**config.mk**
```make
export PLATFORM = sky130hd
export DESIGN_NAME = abb_coord
export DESIGN_NICKNAME = d
export VERILOG_FILES = /design/src/rtl/abb_pkg.sv /design/src/rtl/abb_coord.sv
export SDC_FILE = /design/constraint.sdc
export NUM_CORES = 1
export LEC_CHECK = 0
export BUFFER_PORTS_ARGS = -buffer_cell sky130_fd_sc_hd__buf_2
export CORE_MARGIN = 2
export CORE_UTILIZATION = 55
export CTS_BUF_LIST = sky130_fd_sc_hd__clkbuf_2
export CTS_CLUSTER_DIAMETER = 80
export CTS_CLUSTER_SIZE = 14
export DETAILED_ROUTE_END_ITERATION = 7
export PLACE_DENSITY = 0.78
export RECOVER_POWER = 50
export SYNTH_ARGS = -nofsm -noshare
export SYNTH_HDL_FRONTEND = slang
export SYNTH_SLANG_ARGS = --single-unit
```
**constraint.sdc**
```tcl
create_clock -name clk -period 13 [get_ports clk]
set_input_delay 3.25 -clock clk [delete_from_list [all_inputs] [get_ports clk]]
set_output_delay 3.25 -clock clk [all_outputs]
set_load 0.01 [all_outputs]
```
**src/rtl/abb_pkg.sv**
```systemverilog
// ============================================================================
// Arc bounding box package
// Shared widths, angle constants, the quarter-wave sine table and the
// saturation and compare helpers used by the arc bounding box pipeline.
// ============================================================================
`default_nettype none

package abb_pkg;

    localparam int COORD_W            = 32;
    localparam int RADIUS_W           = 24;
    localparam int START_W            = 10;
    localparam int SPAN_W             = 9;
    localparam int DEG_W              = 9;
    localparam int IDX_W              = 7;
    localparam int SINE_W             = 16;
    localparam int TABLE_FRAC_BITS    = 15;
    localparam int SINE_FRAC_BITS_DEF = 15;

    localparam int IN_TDATA_W  = 112;
    localparam int OUT_TDATA_W = 128;

    localparam logic [DEG_W-1:0] DEG_90  = DEG_W'(90);
    localparam logic [DEG_W-1:0] DEG_180 = DEG_W'(180);
    localparam logic [DEG_W-1:0] DEG_270 = DEG_W'(270);
    localparam logic [DEG_W-1:0] DEG_360 = DEG_W'(360);

    // round(sin(d degrees) * 2^15) for d = 0 .. 90.
    localparam logic [SINE_W-1:0] QUARTER_SINE [91] = '{
        16'd0,     16'd572,   16'd1144,  16'd1715,  16'd2286,
        16'd2856,  16'd3425,  16'd3993,  16'd4560,  16'd5126,
        16'd5690,  16'd6252,  16'd6813,  16'd7371,  16'd7927,
        16'd8481,  16'd9032,  16'd9580,  16'd10126, 16'd10668,
        16'd11207, 16'd11743, 16'd12275, 16'd12803, 16'd13328,
        16'd13848, 16'd14365, 16'd14876, 16'd15384, 16'd15886,
        16'd16384, 16'd16877, 16'd17364, 16'd17847, 16'd18324,
        16'd18795, 16'd19261, 16'd19720, 16'd20174, 16'd20622,
        16'd21063, 16'd21498, 16'd21926, 16'd22348, 16'd22763,
        16'd23170, 16'd23571, 16'd23965, 16'd24351, 16'd24730,
        16'd25102, 16'd25466, 16'd25822, 16'd26170, 16'd26510,
        16'd26842, 16'd27166, 16'd27482, 16'd27789, 16'd28088,
        16'd28378, 16'd28660, 16'd28932, 16'd29197, 16'd29452,
        16'd29698, 16'd29935, 16'd30163, 16'd30382, 16'd30592,
        16'd30792, 16'd30983, 16'd31164, 16'd31336, 16'd31499,
        16'd31651, 16'd31795, 16'd31928, 16'd32052, 16'd32166,
        16'd32270, 16'd32365, 16'd32449, 16'd32524, 16'd32588,
        16'd32643, 16'd32688, 16'd32723, 16'd32748, 16'd32763,
        16'd32768
    };

    typedef logic signed [COORD_W-1:0] coord_t;
    typedef logic signed [COORD_W+1:0] coord_wide_t;

    // Load enables of the two register stages inside a coordinate unit.
    typedef struct packed {
        logic mul;
        logic add;
    } coord_en_t;

    function automatic coord_t sat_coord(input coord_wide_t v);
        coord_wide_t hi;
        coord_wide_t lo;
        hi = $signed({3'b000, {(COORD_W-1){1'b1}}});
        lo = $signed({3'b111, {(COORD_W-1){1'b0}}});
        if (v > hi)
            return coord_t'(hi[COORD_W-1:0]);
        else if (v < lo)
            return coord_t'(lo[COORD_W-1:0]);
        else
            return coord_t'(v[COORD_W-1:0]);
    endfunction

    function automatic coord_t min_coord(input coord_t a, input coord_t b);
        return (a < b) ? a : b;
    endfunction

    function automatic coord_t max_coord(input coord_t a, input coord_t b);
        return (a > b) ? a : b;
    endfunction

endpackage

`default_nettype wire

```
**src/rtl/abb_coord.sv**
```systemverilog
// ============================================================================
// Arc bounding box coordinate unit
// Two register stages: radius times trig magnitude, then rounding, sign,
// centre offset and saturation to the Q24.8 range.
// ============================================================================
`default_nettype none

module abb_coord
    import abb_pkg::*;
#(
    parameter int SINE_FRAC_BITS = SINE_FRAC_BITS_DEF,
    parameter int TRIG_W         = SINE_FRAC_BITS + 1
)
(
    input  logic                clk,
    input  coord_en_t           en,
    input  logic [RADIUS_W-1:0] radius,
    input  logic [TRIG_W-1:0]   trig,
    input  logic                neg,
    input  coord_t              centre,
    output coord_t              point
);

    localparam int PROD_W = RADIUS_W + TRIG_W;
    localparam logic [PROD_W-1:0] ROUND_HALF = PROD_W'(1) << (SINE_FRAC_BITS - 1);

    logic [PROD_W-1:0]   prod_reg;
    logic                neg_reg;
    coord_t              centre_reg;
    coord_t              point_reg;

    logic [PROD_W-1:0]   prod_next;
    logic [PROD_W-1:0]   rounded;
    logic [RADIUS_W-1:0] mag;
    coord_wide_t         mag_s;
    coord_wide_t         sum_next;

    assign prod_next = PROD_W'(radius) * PROD_W'(trig);

    always_comb
    begin
        rounded  = prod_reg + ROUND_HALF;
        mag      = rounded[SINE_FRAC_BITS +: RADIUS_W];
        mag_s    = $signed({{(COORD_W+2-RADIUS_W){1'b0}}, mag});
        sum_next = $signed({{2{centre_reg[COORD_W-1]}}, centre_reg})
                   + (neg_reg ? -mag_s : mag_s);
    end

    always_ff @(posedge clk)
    begin
        if (en.mul)
        begin
            prod_reg   <= prod_next;
            neg_reg    <= neg;
            centre_reg <= centre;
        end
        if (en.add)
        begin
            point_reg <= sat_coord(sum_next);
        end
    end

    assign point = point_reg;

endmodule

`default_nettype wire

```
==> results.yml, run 1 <==
worst_setup_path:
  end_kind: "flip-flop"
  worstSetupPathType: "in2reg"
  worstPathArrival_ns: 9.47
  crit_required_ns: 13.35
  cp_max_fo: 24
  start_kind: "primary input"
placed_design:
  routabilityCongestion: 0.942
  dp_hpwl_um: 31800
  io_buffers: 107
global_routing:
  track_usage_pct: 25.1
  overflow: 0
  grt_pass1_wl_um: 66200
  grt_pass1_vias: 13400
  grt_max_degree: 59
  antenna_found_initial: 1
finish:
  num-fill-cells: 2657
  drive_above_1_share_pct: 7.62
  final_common_cell: "inv_1"
  nets: 2420
  final_cell_mix: "inv_1 (342), fa_1 (305), nand2_1 (294)"
  syn_to_final_growth_pct: 4.85
sta:
  setup_viol_count_final: 0
  post-route-min-period_ns: 9.12
  skew_ns: 0.0663
  maxSlewHeadroom_pct: -101
  slew_violations: 92
  worst_pin_slew_ns: 3.01
  fin_setup_tns_ns: 0
  period_share_pct: 70.2
  rsz0062_at_grt: "false"
  finalHoldViolations: 0
  max_freq_mhz: 110
yosys:
  synth_nets: 2377
  syn_area_per_cell_um2: 9.43
  synth_edf_count: 90
  ys_types: 71
  yosysSeqAreaShare_pct: 15.4
  ys_ff_latch: 90
  synth-main-ff-cell: "edfxtp_1"
  syn-instance-count: 1856
  ys.warnings.count: 0
  syn_area_um2: 17500
  synthArstFlopShare_pct: 0
floorplan:
  die_x_um: 182
  die_y_um: 182
  initial_core_util_pct: 55.6
  core-area_um2: 31500
  die_area_um2: 33300
  io_pins: 108
  std_cell_rows: 65
cts:
  postCtsSetupRepairBufs: 0
  clock_latency_ns: 0.61
  cts-root-buf: "clkbuf_2"
  cts_resized: 0
  numCtsBuffers: 9
  cts_hold_buf: 0
  cts.sinks: 90
  tritoncts: "built"
  ctsLongestPathBuffers: 2
  path_clk_slew_ns: 0.25
  cts_max_level: 3
detailed_routing:
  first_pass_iters: 5
  wl_um: 40300
  drc: 0
  drt-vias-per-instance: 5.58
  vias: 12900
  drt_iter0_drc: 791
  ant_nets: 0
  post_drt_wl_per_cell_um: 17.5
status:
  status: "finished, violations left"
  violations: "max-capacitance violations, max-slew violations"
job:
  maxCapViolations: 2
min_path:
  hp-class: "reg2reg"
## area by class of cell
class | instances | area [um^2] | area share [%]
multi-input cells | 1348 | 13200 | 71.8
clock inverters | 7 | 98.8 | 0.539
inverters | 342 | 1280 | 6.99
well taps | 402 | 503 | 2.74
repair buffers | 108 | 536 | 2.92
flip-flops and latches | 90 | 2700 | 14.7
clock buffers | 9 | 45.0 | 0.245
diodes | 1 | 2.50 | 0.0136
## per-layer routing
layer  GRT usage [%]  vias up  wire, um  share of wire, %
li1                -     5937         -                 -
met1            33.2     6299     16700                41
met2            42.3      530     19000                47
met3            4.77       96      3500               8.7
met4            7.19        0      1090               2.7
met5               0        -         0                 0
## worst max-delay path, stage by stage
cell and delay, ns:
buf_2 0.42, nand2_1 0.17, fa_1 0.57, inv_1 0.06, fa_1 0.49, inv_1 0.07
fa_1 0.49, inv_1 0.05, fa_1 0.53, inv_1 0.05, fa_1 0.47, inv_1 0.05
fa_1 0.43, ha_1 0.32, a21o_1 0.18, a211o_1 0.28, o2111a_1 0.27, o21ai_0 0.39
a31oi_1 0.16, o21ai_0 0.27, nand2b_1 0.17, a31oi_1 0.24, xnor2_1 0.09
## metrics by stage
stage               hold slack (ns)  cell area, um^2  util, %  instances  setup slack [ns]
floorplan                     0.619            17500        -       1856              3.96
global placement              0.666            18200     57.9       2290              3.44
detailed placement            0.649            18200     57.9       2290              3.30
CTS                           0.726            18400     58.3       2306              3.95
global route                  0.776            18400     58.3       2307              3.57
finish                        0.729            18400     58.3       2307              3.88
## Yosys cell counts, drive strengths merged, types with 41 or more instances
| cell | count | area, um^2 |
|---|---|---|
| nor2 | 41 | 154 |
| a21oi | 53 | 277 |
| nand2 | 294 | 1100 |
| inv | 342 | 1280 |
| and2 | 130 | 813 |
| o21ai | 43 | 219 |
| xnor2 | 78 | 709 |
| ha | 140 | 1750 |
| fa | 305 | 6110 |
| a21o | 59 | 443 |
| clkbuf | 64 | 240 |
| edfxtp | 90 | 2700 |
## final timing paths
check	from	end	slack, ns	cells after the start
worst max-delay path	trig[4]	prod_reg[32]	3.88	23
worst min-delay path	centre_reg[0]	point[0]	0.73	2
worst max register to register	prod_reg[15]	point[12]	6.09	18
worst min register to register	centre_reg[0]	point[0]	0.73	2
## cell families after synthesis
family                   count (synthesis)  synth area share (%)
AO/OA/AOI/OAI                          235                  9.27
XOR/XNOR                               106                  5.45
AND/OR/NAND/NOR                        557                  15.4
flip-flops                              90                  15.4
buffers and inverters                  418                  9.26
adder cells (fa/ha/maj)                445                  44.9
multiplexers                             5                 0.293
Power of run 1 is not shown: default switching activity piles up to over one toggle a cycle in this logic, so the estimate is an artifact.
==> inputs of run 2 (changes only) <==
==> constraint.sdc (replaced) <==
create_clock -name clk -period 9.2 [get_ports clk]
set_input_delay 2.3 -clock clk [delete_from_list [all_inputs] [get_ports clk]]
set_output_delay 2.3 -clock clk [all_outputs]
set_load 0.01 [all_outputs]
==> run 2 against run 1 <==
The run still ends with max-capacitance violations, max-slew violations left. Sequential cell count unchanged. Highest routed layer unchanged. Worst setup slack got worse by 2.9 ns. Critical endpoint unchanged. Largest cell class unchanged. Global-route usage decreased by 0.055 points. Final area increased by 0.25%.
==> results.yml, run 2 (synthesis results as in run 1) <==
floorplan:
  die_y_um: 182
  die_x_um: 182
  io_pins: 108
  core-area_um2: 31500
  initial_core_util_pct: 55.6
  die_area_um2: 33300
  std_cell_rows: 65
worst_setup_path:
  end_kind: "flip-flop"
  start_kind: "primary input"
  reg2reg_depth: 18
  worstPathArrival_ns: 8.54
  crit_required_ns: 9.55
  cp_max_fo: 24
  r2r-start: "prod_reg[15]"
  crit_start: "trig[4]"
  worstSetupPathType: "in2reg"
sta:
  rsz0062_at_grt: "false"
  fin_setup_tns_ns: 0
  max_freq_mhz: 122
  maxSlewHeadroom_pct: -101
  skew_ns: 0.0388
  slew_violations: 92
  period_share_pct: 89.0
  worst_pin_slew_ns: 3.02
  finalHoldViolations: 0
  post-route-min-period_ns: 8.19
  setup_viol_count_final: 0
global_routing:
  overflow: 0
  track_usage_pct: 25.0
  grt_max_degree: 59
  grt_pass1_vias: 13400
  antenna_found_initial: 3
  grt_pass1_wl_um: 66200
placed_design:
  routabilityCongestion: 0.948
  dp_hpwl_um: 31700
  io_buffers: 107
cts:
  postCtsSetupRepairBufs: 0
  cts-root-buf: "clkbuf_2"
  clock_latency_ns: 0.58
  numCtsBuffers: 9
  cts_resized: 0
  path_clk_slew_ns: 0.25
  cts.sinks: 90
  ctsLongestPathBuffers: 2
  tritoncts: "built"
  cts_max_level: 3
  cts_hold_buf: 0
detailed_routing:
  drc: 0
  drt-vias-per-instance: 5.59
  post_drt_wl_per_cell_um: 17.5
  vias: 12900
  wl_um: 40500
  first_pass_iters: 6
  ant_nets: 0
  drt_iter0_drc: 814
finish:
  final_cell_mix: "inv_1 (342), fa_1 (305), nand2_1 (294)"
  drive_above_1_share_pct: 7.71
  final_common_cell: "inv_1"
  nets: 2422
  syn_to_final_growth_pct: 5.10
  post-route-util_pct: 58.5
min_path:
  min_path_cells: 2
  hp-start: "centre_reg[0]"
  hp-class: "reg2reg"
job:
  maxCapViolations: 2
status:
  status: "finished, violations left"
  violations: "max-capacitance violations, max-slew violations"
==> run 2: cell count changes in the layout (fill, tap and decap cells not counted), sizes merged <==
cell	delta
bufinv	+1
diode	+2
clkinv	-1
buf	+2
==> run 2: path summary, 6_finish.rpt <==
check | end | slack (ns)
min reg2reg | point[0] | 0.73
min | point[0] | 0.73
max | prod_reg[32] | 1.01
max reg2reg | point[18] | 2.42
==> run 2: layout make-up <==
class	count	area, um^2
Clock inverter	7	124
Clock buffer	9	45.0
Multi-Input combinational cell	1348	13200
Tap cell	402	503
Timing Repair Buffer	110	551
Sequential cell	90	2700
Inverter	342	1280
Antenna cell	3	7.51
Fill cell	2691	13100
==> run 2: critical path: stages <==
cell	delay, ns
buf_2	0.44
nand2_1	0.16
fa_1	0.56
inv_1	0.06
fa_1	0.48
inv_1	0.05
fa_1	0.50
inv_1	0.06
fa_1	0.54
inv_1	0.05
fa_1	0.47
inv_1	0.05
fa_1	0.43
ha_1	0.32
a21o_1	0.18
a211o_1	0.28
o2111a_1	0.27
o21ai_0	0.37
a31oi_1	0.16
o21ai_0	0.28
nand2b_1	0.18
a31oi_1	0.25
xnor2_1	0.09
==> run 2: routing by layer <==
metal / share of wire (%) / up-vias / GRT usage [%] / wire [um]
met5: 0 / - / 0 / 0
met4: 1.9 / 0 / 6.19 / 778
met3: 8.7 / 71 / 4.37 / 3530
met2: 47 / 581 / 41.9 / 19000
met1: 42 / 6317 / 34.1 / 17200
li1: - / 5938 / - / -
==> run 2: metrics by stage <==
step                hold WS, ns  area (um^2)  setup WS [ns]  cells
floorplan                 0.619        17500           1.11   1856
global placement          0.666        18200          0.592   2292
detailed placement        0.649        18200          0.425   2292
CTS                       0.726        18400           1.06   2308
global route              0.777        18400          0.680   2311
finish                    0.734        18400           1.01   2311
Power of run 2 is left out for the same reason.
